--- config.mk ---
export PLATFORM = sky130hd
export DESIGN_NAME = fm0_edge_frame_receiver_top
export DESIGN_NICKNAME = d
export VERILOG_FILES = /design/src/rtl/core/fm0r_pkg.sv /design/src/rtl/core/fm0_edge_frame_receiver_top.sv
export SDC_FILE = /design/constraint.sdc
export NUM_CORES = 1
export LEC_CHECK = 0
export ABC_AREA = 1
export BUFFER_PORTS_ARGS = -buffer_cell sky130_fd_sc_hd__buf_2
export CORE_MARGIN = 3
export CORE_UTILIZATION = 62
export DETAILED_ROUTE_END_ITERATION = 8
export PLACE_DENSITY = 0.79
export SYNTH_ARGS = -nofsm -noshare
export SYNTH_HDL_FRONTEND = slang
export SYNTH_SLANG_ARGS = --single-unit
export TNS_END_PERCENT = 30
--- constraint.sdc ---
create_clock -name i_clk -period 6.7 [get_ports i_clk]
set_clock_uncertainty 0.15 [all_clocks]
set_input_delay 1.005 -clock i_clk [delete_from_list [all_inputs] [get_ports i_clk]]
set_output_delay 1.005 -clock i_clk [all_outputs]
set_load 0.1 [all_outputs]
--- src/rtl/core/fm0r_pkg.sv ---
// ----------------------------------------------------------------------------
// FM0 edge frame receiver package
// Register indexes, reset values and the result beat type shared by the
// receiver RTL.
// ----------------------------------------------------------------------------
package fm0r_pkg;

    // Configuration register indexes.
    localparam logic [2:0] REG_BIT_PERIOD      = 3'd0;
    localparam logic [2:0] REG_EARLY_TOLERANCE = 3'd1;
    localparam logic [2:0] REG_LATE_TOLERANCE  = 3'd2;
    localparam logic [2:0] REG_PREAMBLE        = 3'd3;
    localparam logic [2:0] REG_DELIMITER       = 3'd4;

    localparam int CFG_INDEX_W = 3;
    localparam int CFG_DATA_W  = 16;
    localparam int INTERVAL_W  = 16;
    localparam int BYTE_W      = 8;
    localparam int BIT_CNT_W   = 4;
    localparam int BYTE_CNT_W  = 5;

    // Register values after reset.
    localparam logic [15:0] RST_BIT_PERIOD      = 16'd1000;
    localparam logic [15:0] RST_EARLY_TOLERANCE = 16'd50;
    localparam logic [15:0] RST_LATE_TOLERANCE  = 16'd50;
    localparam logic [7:0]  RST_PREAMBLE        = 8'hAA;
    localparam logic [7:0]  RST_DELIMITER       = 8'h7E;

    // Bits in one complete byte and the bit count ceiling while hunting.
    localparam logic [BIT_CNT_W-1:0] BITS_PER_BYTE = 4'd8;
    localparam logic [BIT_CNT_W-1:0] BIT_CNT_MAX   = 4'd15;

    // One result beat.
    typedef struct packed {
        logic              byte_valid;
        logic [BYTE_W-1:0] frame_byte;
        logic              frame_end;
        logic              preamble_hit;
        logic              in_frame;
    } t_result;

endpackage

--- src/rtl/core/fm0_edge_frame_receiver_top.sv ---
// ----------------------------------------------------------------------------
// FM0 edge frame receiver
// Classifies edge intervals of an FM0 line into bits, hunts for a start
// delimiter and emits the bytes of fixed-length frames.
// ----------------------------------------------------------------------------
// Usage:
// The input channel carries one edge interval per beat (i_valid, o_stall,
// i_edge_interval). A beat is taken at a clock edge with i_valid high and
// o_stall low. The output channel returns exactly one result beat per input
// beat (o_valid, i_stall and the five result fields), in order.
// Each beat is decoded combinationally and registered into the output register,
// or into the skid register while the output is stalled. One beat per cycle is
// sustained unless the output stalls; the rate is set by the decode of
// the interval classifier and the bit shifter update, a loop closed on itself.
// When the receiver stalls, a result waiting on the output is held and one
// more beat is taken into a skid register; o_stall then rises until the
// output drains. o_stall is driven from a register only. Configuration must
// be written through i_cfg_we, i_cfg_index and i_cfg_data by the user while
// the block is idle (not enforced by the block); unknown indexes are ignored.
// A synchronous reset (i_rst_n low) restores the register defaults, returns
// the decoder to hunting and empties the output and skid registers.
// ----------------------------------------------------------------------------
module fm0_edge_frame_receiver_top #(
    parameter int FRAME_BYTES = 16
) (
    input  logic                           i_clk,
    input  logic                           i_rst_n,
    // Configuration write port.
    input  logic                           i_cfg_we,
    input  logic [fm0r_pkg::CFG_INDEX_W-1:0] i_cfg_index,
    input  logic [fm0r_pkg::CFG_DATA_W-1:0]  i_cfg_data,
    // Input channel.
    input  logic                           i_valid,
    output logic                           o_stall,
    input  logic [fm0r_pkg::INTERVAL_W-1:0]  i_edge_interval,
    // Output channel.
    output logic                           o_valid,
    input  logic                           i_stall,
    output logic                           o_byte_valid,
    output logic [fm0r_pkg::BYTE_W-1:0]      o_frame_byte,
    output logic                           o_frame_end,
    output logic                           o_preamble_hit,
    output logic                           o_in_frame
);

    import fm0r_pkg::*;

    localparam logic [BYTE_CNT_W-1:0] FRAME_LEN = BYTE_CNT_W'(FRAME_BYTES);

    // Configuration registers.
    logic [15:0] r_bit_period;
    logic [15:0] r_early_tol;
    logic [15:0] r_late_tol;
    logic [7:0]  r_preamble;
    logic [7:0]  r_delimiter;

    // Decoder state.
    logic                  r_capturing,   n_capturing;
    logic                  r_half_zero,   n_half_zero;
    logic [BYTE_W-1:0]     r_shifter,     n_shifter;
    logic [BIT_CNT_W-1:0]  r_bit_cnt,     n_bit_cnt;
    logic [BYTE_CNT_W-1:0] r_byte_cnt,    n_byte_cnt;

    // Output and skid registers.
    logic    r_out_valid;
    t_result r_out;
    logic    r_skid_valid;
    t_result r_skid;

    t_result n_result;
    logic    in_take;
    logic    out_take;

    // Interval thresholds.
    logic [14:0] half_bit;
    logic [15:0] three_q;
    logic [15:0] low_bound;
    logic [16:0] high_bound;
    logic        is_half_zero;
    logic        is_one;

    assign in_take  = i_valid && !r_skid_valid;
    assign out_take = r_out_valid && !i_stall;

    // Configuration writes.
    always_ff @(posedge i_clk) begin
        if (!i_rst_n) begin
            r_bit_period <= RST_BIT_PERIOD;
            r_early_tol  <= RST_EARLY_TOLERANCE;
            r_late_tol   <= RST_LATE_TOLERANCE;
            r_preamble   <= RST_PREAMBLE;
            r_delimiter  <= RST_DELIMITER;
        end else if (i_cfg_we) begin
            case (i_cfg_index)
                REG_BIT_PERIOD:      r_bit_period <= i_cfg_data;
                REG_EARLY_TOLERANCE: r_early_tol  <= i_cfg_data;
                REG_LATE_TOLERANCE:  r_late_tol   <= i_cfg_data;
                REG_PREAMBLE:        r_preamble   <= i_cfg_data[7:0];
                REG_DELIMITER:       r_delimiter  <= i_cfg_data[7:0];
                default:             ;
            endcase
        end
    end

    // Thresholds derived from the bit period and the tolerances.
    always_comb begin
        half_bit   = r_bit_period[15:1];
        three_q    = r_bit_period - {2'b00, r_bit_period[15:2]};
        low_bound  = (r_early_tol >= {1'b0, half_bit}) ? 16'd0
                                                      : {1'b0, half_bit} - r_early_tol;
        high_bound = {1'b0, r_bit_period} + {1'b0, r_late_tol};
        is_half_zero = (i_edge_interval >= low_bound) && (i_edge_interval < three_q);
        is_one       = (i_edge_interval >= three_q)
                    && ({1'b0, i_edge_interval} <= high_bound);
    end

    // Bit decode, delimiter hunt and frame byte counting for one interval.
    always_comb begin
        n_capturing = r_capturing;
        n_half_zero = r_half_zero;
        n_shifter   = r_shifter;
        n_bit_cnt   = r_bit_cnt;
        n_byte_cnt  = r_byte_cnt;
        n_result    = '0;

        // Interval classification and bit shifting.
        if (is_half_zero) begin
            if (!r_half_zero) begin
                n_half_zero = 1'b1;
            end else begin
                n_half_zero = 1'b0;
                n_shifter   = {r_shifter[BYTE_W-2:0], 1'b0};
                if (r_bit_cnt < BIT_CNT_MAX) begin
                    n_bit_cnt = r_bit_cnt + 1'b1;
                end
            end
        end else if (is_one) begin
            n_half_zero = 1'b0;
            n_shifter   = {r_shifter[BYTE_W-2:0], 1'b1};
            if (r_bit_cnt < BIT_CNT_MAX) begin
                n_bit_cnt = r_bit_cnt + 1'b1;
            end
        end else begin
            n_half_zero = 1'b0;
            n_shifter   = '0;
            n_bit_cnt   = '0;
        end

        // Hunting compares the shifter to both patterns; capturing emits bytes.
        if (!r_capturing) begin
            n_result.preamble_hit = (n_shifter == r_preamble);
            if (n_shifter == r_delimiter) begin
                n_result.byte_valid = 1'b1;
                n_result.frame_byte = n_shifter;
                n_bit_cnt   = '0;
                n_byte_cnt  = r_byte_cnt + 1'b1;
                n_shifter   = '0;
                n_capturing = 1'b1;
            end
        end else begin
            if (n_bit_cnt == BITS_PER_BYTE) begin
                n_result.byte_valid = 1'b1;
                n_result.frame_byte = n_shifter;
                n_bit_cnt  = '0;
                n_byte_cnt = r_byte_cnt + 1'b1;
                n_shifter  = '0;
            end
            if (n_byte_cnt >= FRAME_LEN) begin
                n_byte_cnt  = '0;
                n_capturing = 1'b0;
                n_result.frame_end = n_result.byte_valid;
            end
        end

        n_result.in_frame = n_capturing;
    end

    // Decoder state update on each taken beat.
    always_ff @(posedge i_clk) begin
        if (!i_rst_n) begin
            r_capturing <= 1'b0;
            r_half_zero <= 1'b0;
            r_shifter   <= '0;
            r_bit_cnt   <= '0;
            r_byte_cnt  <= '0;
        end else if (in_take) begin
            r_capturing <= n_capturing;
            r_half_zero <= n_half_zero;
            r_shifter   <= n_shifter;
            r_bit_cnt   <= n_bit_cnt;
            r_byte_cnt  <= n_byte_cnt;
        end
    end

    // Output register with a one-beat skid register behind it.
    always_ff @(posedge i_clk) begin
        if (!i_rst_n) begin
            r_out_valid  <= 1'b0;
            r_skid_valid <= 1'b0;
        end else begin
            if (!r_out_valid || out_take) begin
                if (r_skid_valid) begin
                    r_out_valid  <= 1'b1;
                    r_skid_valid <= 1'b0;
                end else begin
                    r_out_valid <= in_take;
                end
            end else if (in_take) begin
                r_skid_valid <= 1'b1;
            end
        end
    end

    // Result payload follows the same steering as the valid flags.
    always_ff @(posedge i_clk) begin
        if (!r_out_valid || out_take) begin
            if (r_skid_valid) begin
                r_out <= r_skid;
            end else if (in_take) begin
                r_out <= n_result;
            end
        end else if (in_take) begin
            r_skid <= n_result;
        end
    end

    assign o_stall        = r_skid_valid;
    assign o_valid        = r_out_valid;
    assign o_byte_valid   = r_out.byte_valid;
    assign o_frame_byte   = r_out.frame_byte;
    assign o_frame_end    = r_out.frame_end;
    assign o_preamble_hit = r_out.preamble_hit;
    assign o_in_frame     = r_out.in_frame;

    // The skid register only fills behind a waiting output beat.
    a_skid_behind_out: assert property (@(posedge i_clk) disable iff (!i_rst_n)
        r_skid_valid |-> r_out_valid)
        else $error("skid register holds a beat while the output is empty");

    // A beat taken while the output is stalled lands in the skid register.
    a_stall_to_skid: assert property (@(posedge i_clk) disable iff (!i_rst_n)
        (in_take && r_out_valid && i_stall) |=> r_skid_valid)
        else $error("beat taken under output stall was not kept");

    // The last byte of a frame is a real byte and closes the frame.
    a_end_closes_frame: assert property (@(posedge i_clk) disable iff (!i_rst_n)
        (r_out_valid && r_out.frame_end) |-> (r_out.byte_valid && !r_out.in_frame))
        else $error("frame end without a byte or with capture still open");

    // No byte value is shown when no byte is emitted.
    a_idle_byte_zero: assert property (@(posedge i_clk) disable iff (!i_rst_n)
        (r_out_valid && !r_out.byte_valid) |-> (r_out.frame_byte == '0))
        else $error("frame byte is nonzero without a byte beat");

    // The frame byte count stays below the frame length between beats.
    a_byte_cnt_range: assert property (@(posedge i_clk) disable iff (!i_rst_n)
        r_byte_cnt < FRAME_LEN)
        else $error("frame byte count reached the frame length");

endmodule

==> results_dict.tcl <==
set metrics [dict create \
    reg2reg_slack_ps 840 \
    crit_path_frequent_cell "nand2_1" \
    yosysTopAreaCell "dfxtp_1" \
    viasPerCell 5.69 \
    cp-start-kind "flip-flop" \
    grt_use_total 0.282 \
    clock_latency_ps 350 \
    cts.sinks 109 \
    synth_cells 1101 \
    vias 7477 \
    drt_pass1_iterations 7 \
    grt_pass1_vias 6684 \
    syn_to_final_growth_pct 8.25 \
    fin_crit_sh 0.874 \
    finalCriticalPeriod_ps 5860 \
    drt_wl_total_um 20000 \
    hold_viol 0 \
    dp_hpwl_um 15400 \
    slowest_delay_ps 420 \
    critPathKind "reg -> reg" \
    post-cts-setup-buffers 0 \
    relSlewSlack 0.186 \
    path_max_fanout 24 \
    synthSimpleGateAreaFrac 0.260 \
    tns_ps 0 \
    synth_xor_area_frac 0.0416 \
    fin_nets 1278 \
    root_buffer "clkbuf_16" \
    synth-seq-cells 109 \
    dp.cells 1297 \
    wire_per_inst_um 15.3 \
    yosys.area_share.adder 0.156 \
    grt_max_degree 68 \
    status "completed" \
    grt_pass1_wl_um 33200 \
    fp.dieH_um 120 \
    diodes 0 \
    grt_overflow 0 \
    synth_async_sr_flop_share 0 \
    ir_worst_vdd_v 0.000162 \
    final_cells 1313 \
    synth_nets 1239 \
    worst_pin_slew_ps 1220 \
    synth_top_family_by_area "simple AND/OR/NAND/NOR gates" \
    numCtsBuffers 9 \
    drv_cap 0 \
    coreArea_sq_mm 0.0123 \
    synth-main-ff-cell "dfxtp_1" \
    utilization 0.704 \
    initial_utilization 0.650 \
    gp_congestion 0.923 \
    netlist.area_leader.share 0.213 \
    synth_compound_area_frac 0.167 \
    hold_path.class "reg -> reg" \
    drtAntennaViolNets 0 \
    cts.clk_slew.worst_paths_ps 80 \
    synth_edf_count 24 \
    yosysSeqAreaShare 0.303 \
    cpMaxStageDelayCell "dfxtp_1" \
    leakagePower_nw 4.08 \
    drt_iter0_drc 598 \
    cts_tree "yes" \
    place.port_buffers 53 \
    ys_top_cells_by_area "dfxtp_1, ha_1, nand2_1" \
    placementRows 40 \
    fmaxAchievable_ghz 0.171 \
    synthesis.area_sq_mm 0.00800 \
    muxShareOfSynthArea 0.00125 \
    critPathArrivalTime_ps 5930 \
    die_w_um 120 \
    power.density_mw_per_mm2 204 \
    drc 0 \
    cts_buffer_depth 2 \
    n_fill_cell 1094 \
    synth.avg_cell_area_sq_um 7.27 \
    required_ps 6770 \
    crit_path_end_kind "flip-flop" \
    yosys_warnings 0 \
    finalMaxSlewViolations 0 \
    die_area_sq_mm 0.0143 \
    antenna_found_initial 0 \
    drive_above_1_share 0.0978 \
    setup_viol 0 \
    htree_levels 3 \
    synth_cell_types 52 \
    total_power_mw 1.76 \
    rsz0062_at_grt "false" \
    io_pins 54 \
]
==> kinds of logic after synthesis <==
logic type	after synthesis
flops	109
fa+ha+maj	98
mux	1
xor+xnor	38
compound gates	236
buf+inv	147
simple gates	472
==> cells in the mapped netlist, drive strengths merged, types with 3 or more instances <==
cell and number:
or2 14, inv 116, nor2 105, edfxtp 24, nand3 67, o21bai 8
buf 7, clkbuf 20, fa 3, nand3b 6, clkinv 4, o21a 4
nor3 11, o211ai 22, ha 95, a21o 4, xor2 27, o21ai 69
a31oi 6, xnor2 11, dfxtp 85, nand4 14, a21oi 114, nand2 251
==> per-stage QoR <==
| stage | setup slack [ps] | cell area [sq um] | hold slack, ps |
|---|---|---|---|
| floorplan | 1900 | 8000 | 283 |
| global placement | 917 | 8370 | 303 |
| detailed placement | 615 | 8370 | 316 |
| CTS | 584 | 8660 | 325 |
| global route | 24.6 | 8660 | 353 |
| finish | 842 | 8660 | 322 |
==> placed cells by master (no fill, tap or decap), types with 9 or more instances in the layout <==
master     Yosys  layout
buf_2          3      53
ha_1          95      95
dfxtp_1       85      85
nor2_1       100     100
nand3_1       64      64
nand4_1       13      13
clkbuf_16      0       9
nand2_1      244     244
xor2_1        27      27
inv_1        114     114
edfxtp_1      24      24
o211ai_1      22      22
a21oi_1      109     109
o21ai_0       64      64
nor3_1        10      10
xnor2_1       11      11
or2_2         13      13
==> worst paths after layout <==
kind | cells past startpoint | from | end
min reg2reg | 2 | r_early_tol[7] | r_early_tol[7]
max | 38 | r_bit_period[1] | o_frame_byte[2]
max reg2reg | 38 | r_bit_period[1] | o_frame_byte[2]
min | 2 | r_early_tol[7] | r_early_tol[7]
==> power by group <==
part           switching (mW)  internal, mW  leakage [nW]  total (mW)
registers              0.0234         0.696         0.918       0.720
logic                   0.353         0.181          3.02       0.534
clock network           0.245         0.266         0.141       0.511
total                   0.622          1.14          4.08        1.76
==> critical path, delay by kind of cell (launching register included) <==
| family | cells | cell delay (ps) |
|---|---|---|
| buffers and inverters | 5 | 540 |
| adders and majority gates | 3 | 730 |
| and+or+nand+nor | 20 | 2130 |
| AOI/OAI and AO/OA | 10 | 1710 |
| DFF | 1 | 420 |
==> metal layers <==
metal | share of wire | global-route usage | wire length (um) | vias to the layer above
met5 | 0 | 0 | 0 | -
met4 | 0.016 | 0.0616 | 327 | 0
met3 | 0.070 | 0.0448 | 1410 | 30
met2 | 0.44 | 0.435 | 8800 | 276
met1 | 0.47 | 0.419 | 9480 | 3388
li1 | - | - | - | 3783
==> final cells by class <==
class / instances / area [sq um] / area share
flip-flops and latches: 109 / 2420 / 0.280
inverters: 120 / 450 / 0.0520
repair buffers: 55 / 280 / 0.0323
clock buffers: 10 / 239 / 0.0276
clock inverters: 6 / 46.3 / 0.00534
well taps: 168 / 210 / 0.0243
multi-input cells: 845 / 5020 / 0.579
==> what timing repair did <==
item	in CTS	in global routing
gates resized for setup	0	2
endpoints found under the setup margin	0	33
hold buffers	0	0
==> state kept, by name, summed over array words and instances (netlist names) <==
register	count
o_stall	1
r_delimiter	8
o_preamble_hit	1
o_valid	1
r_half_zero	1
r_byte_cnt	5
o_frame_byte	8
r_late_tol	16
r_capturing	1
r_early_tol	16
r_bit_cnt	4
r_shifter	8
o_byte_valid	1
o_in_frame	1
r_skid	12
r_bit_period	16
r_preamble	8
o_frame_end	1
No activity file was read; power rests on OpenSTA's default activity.
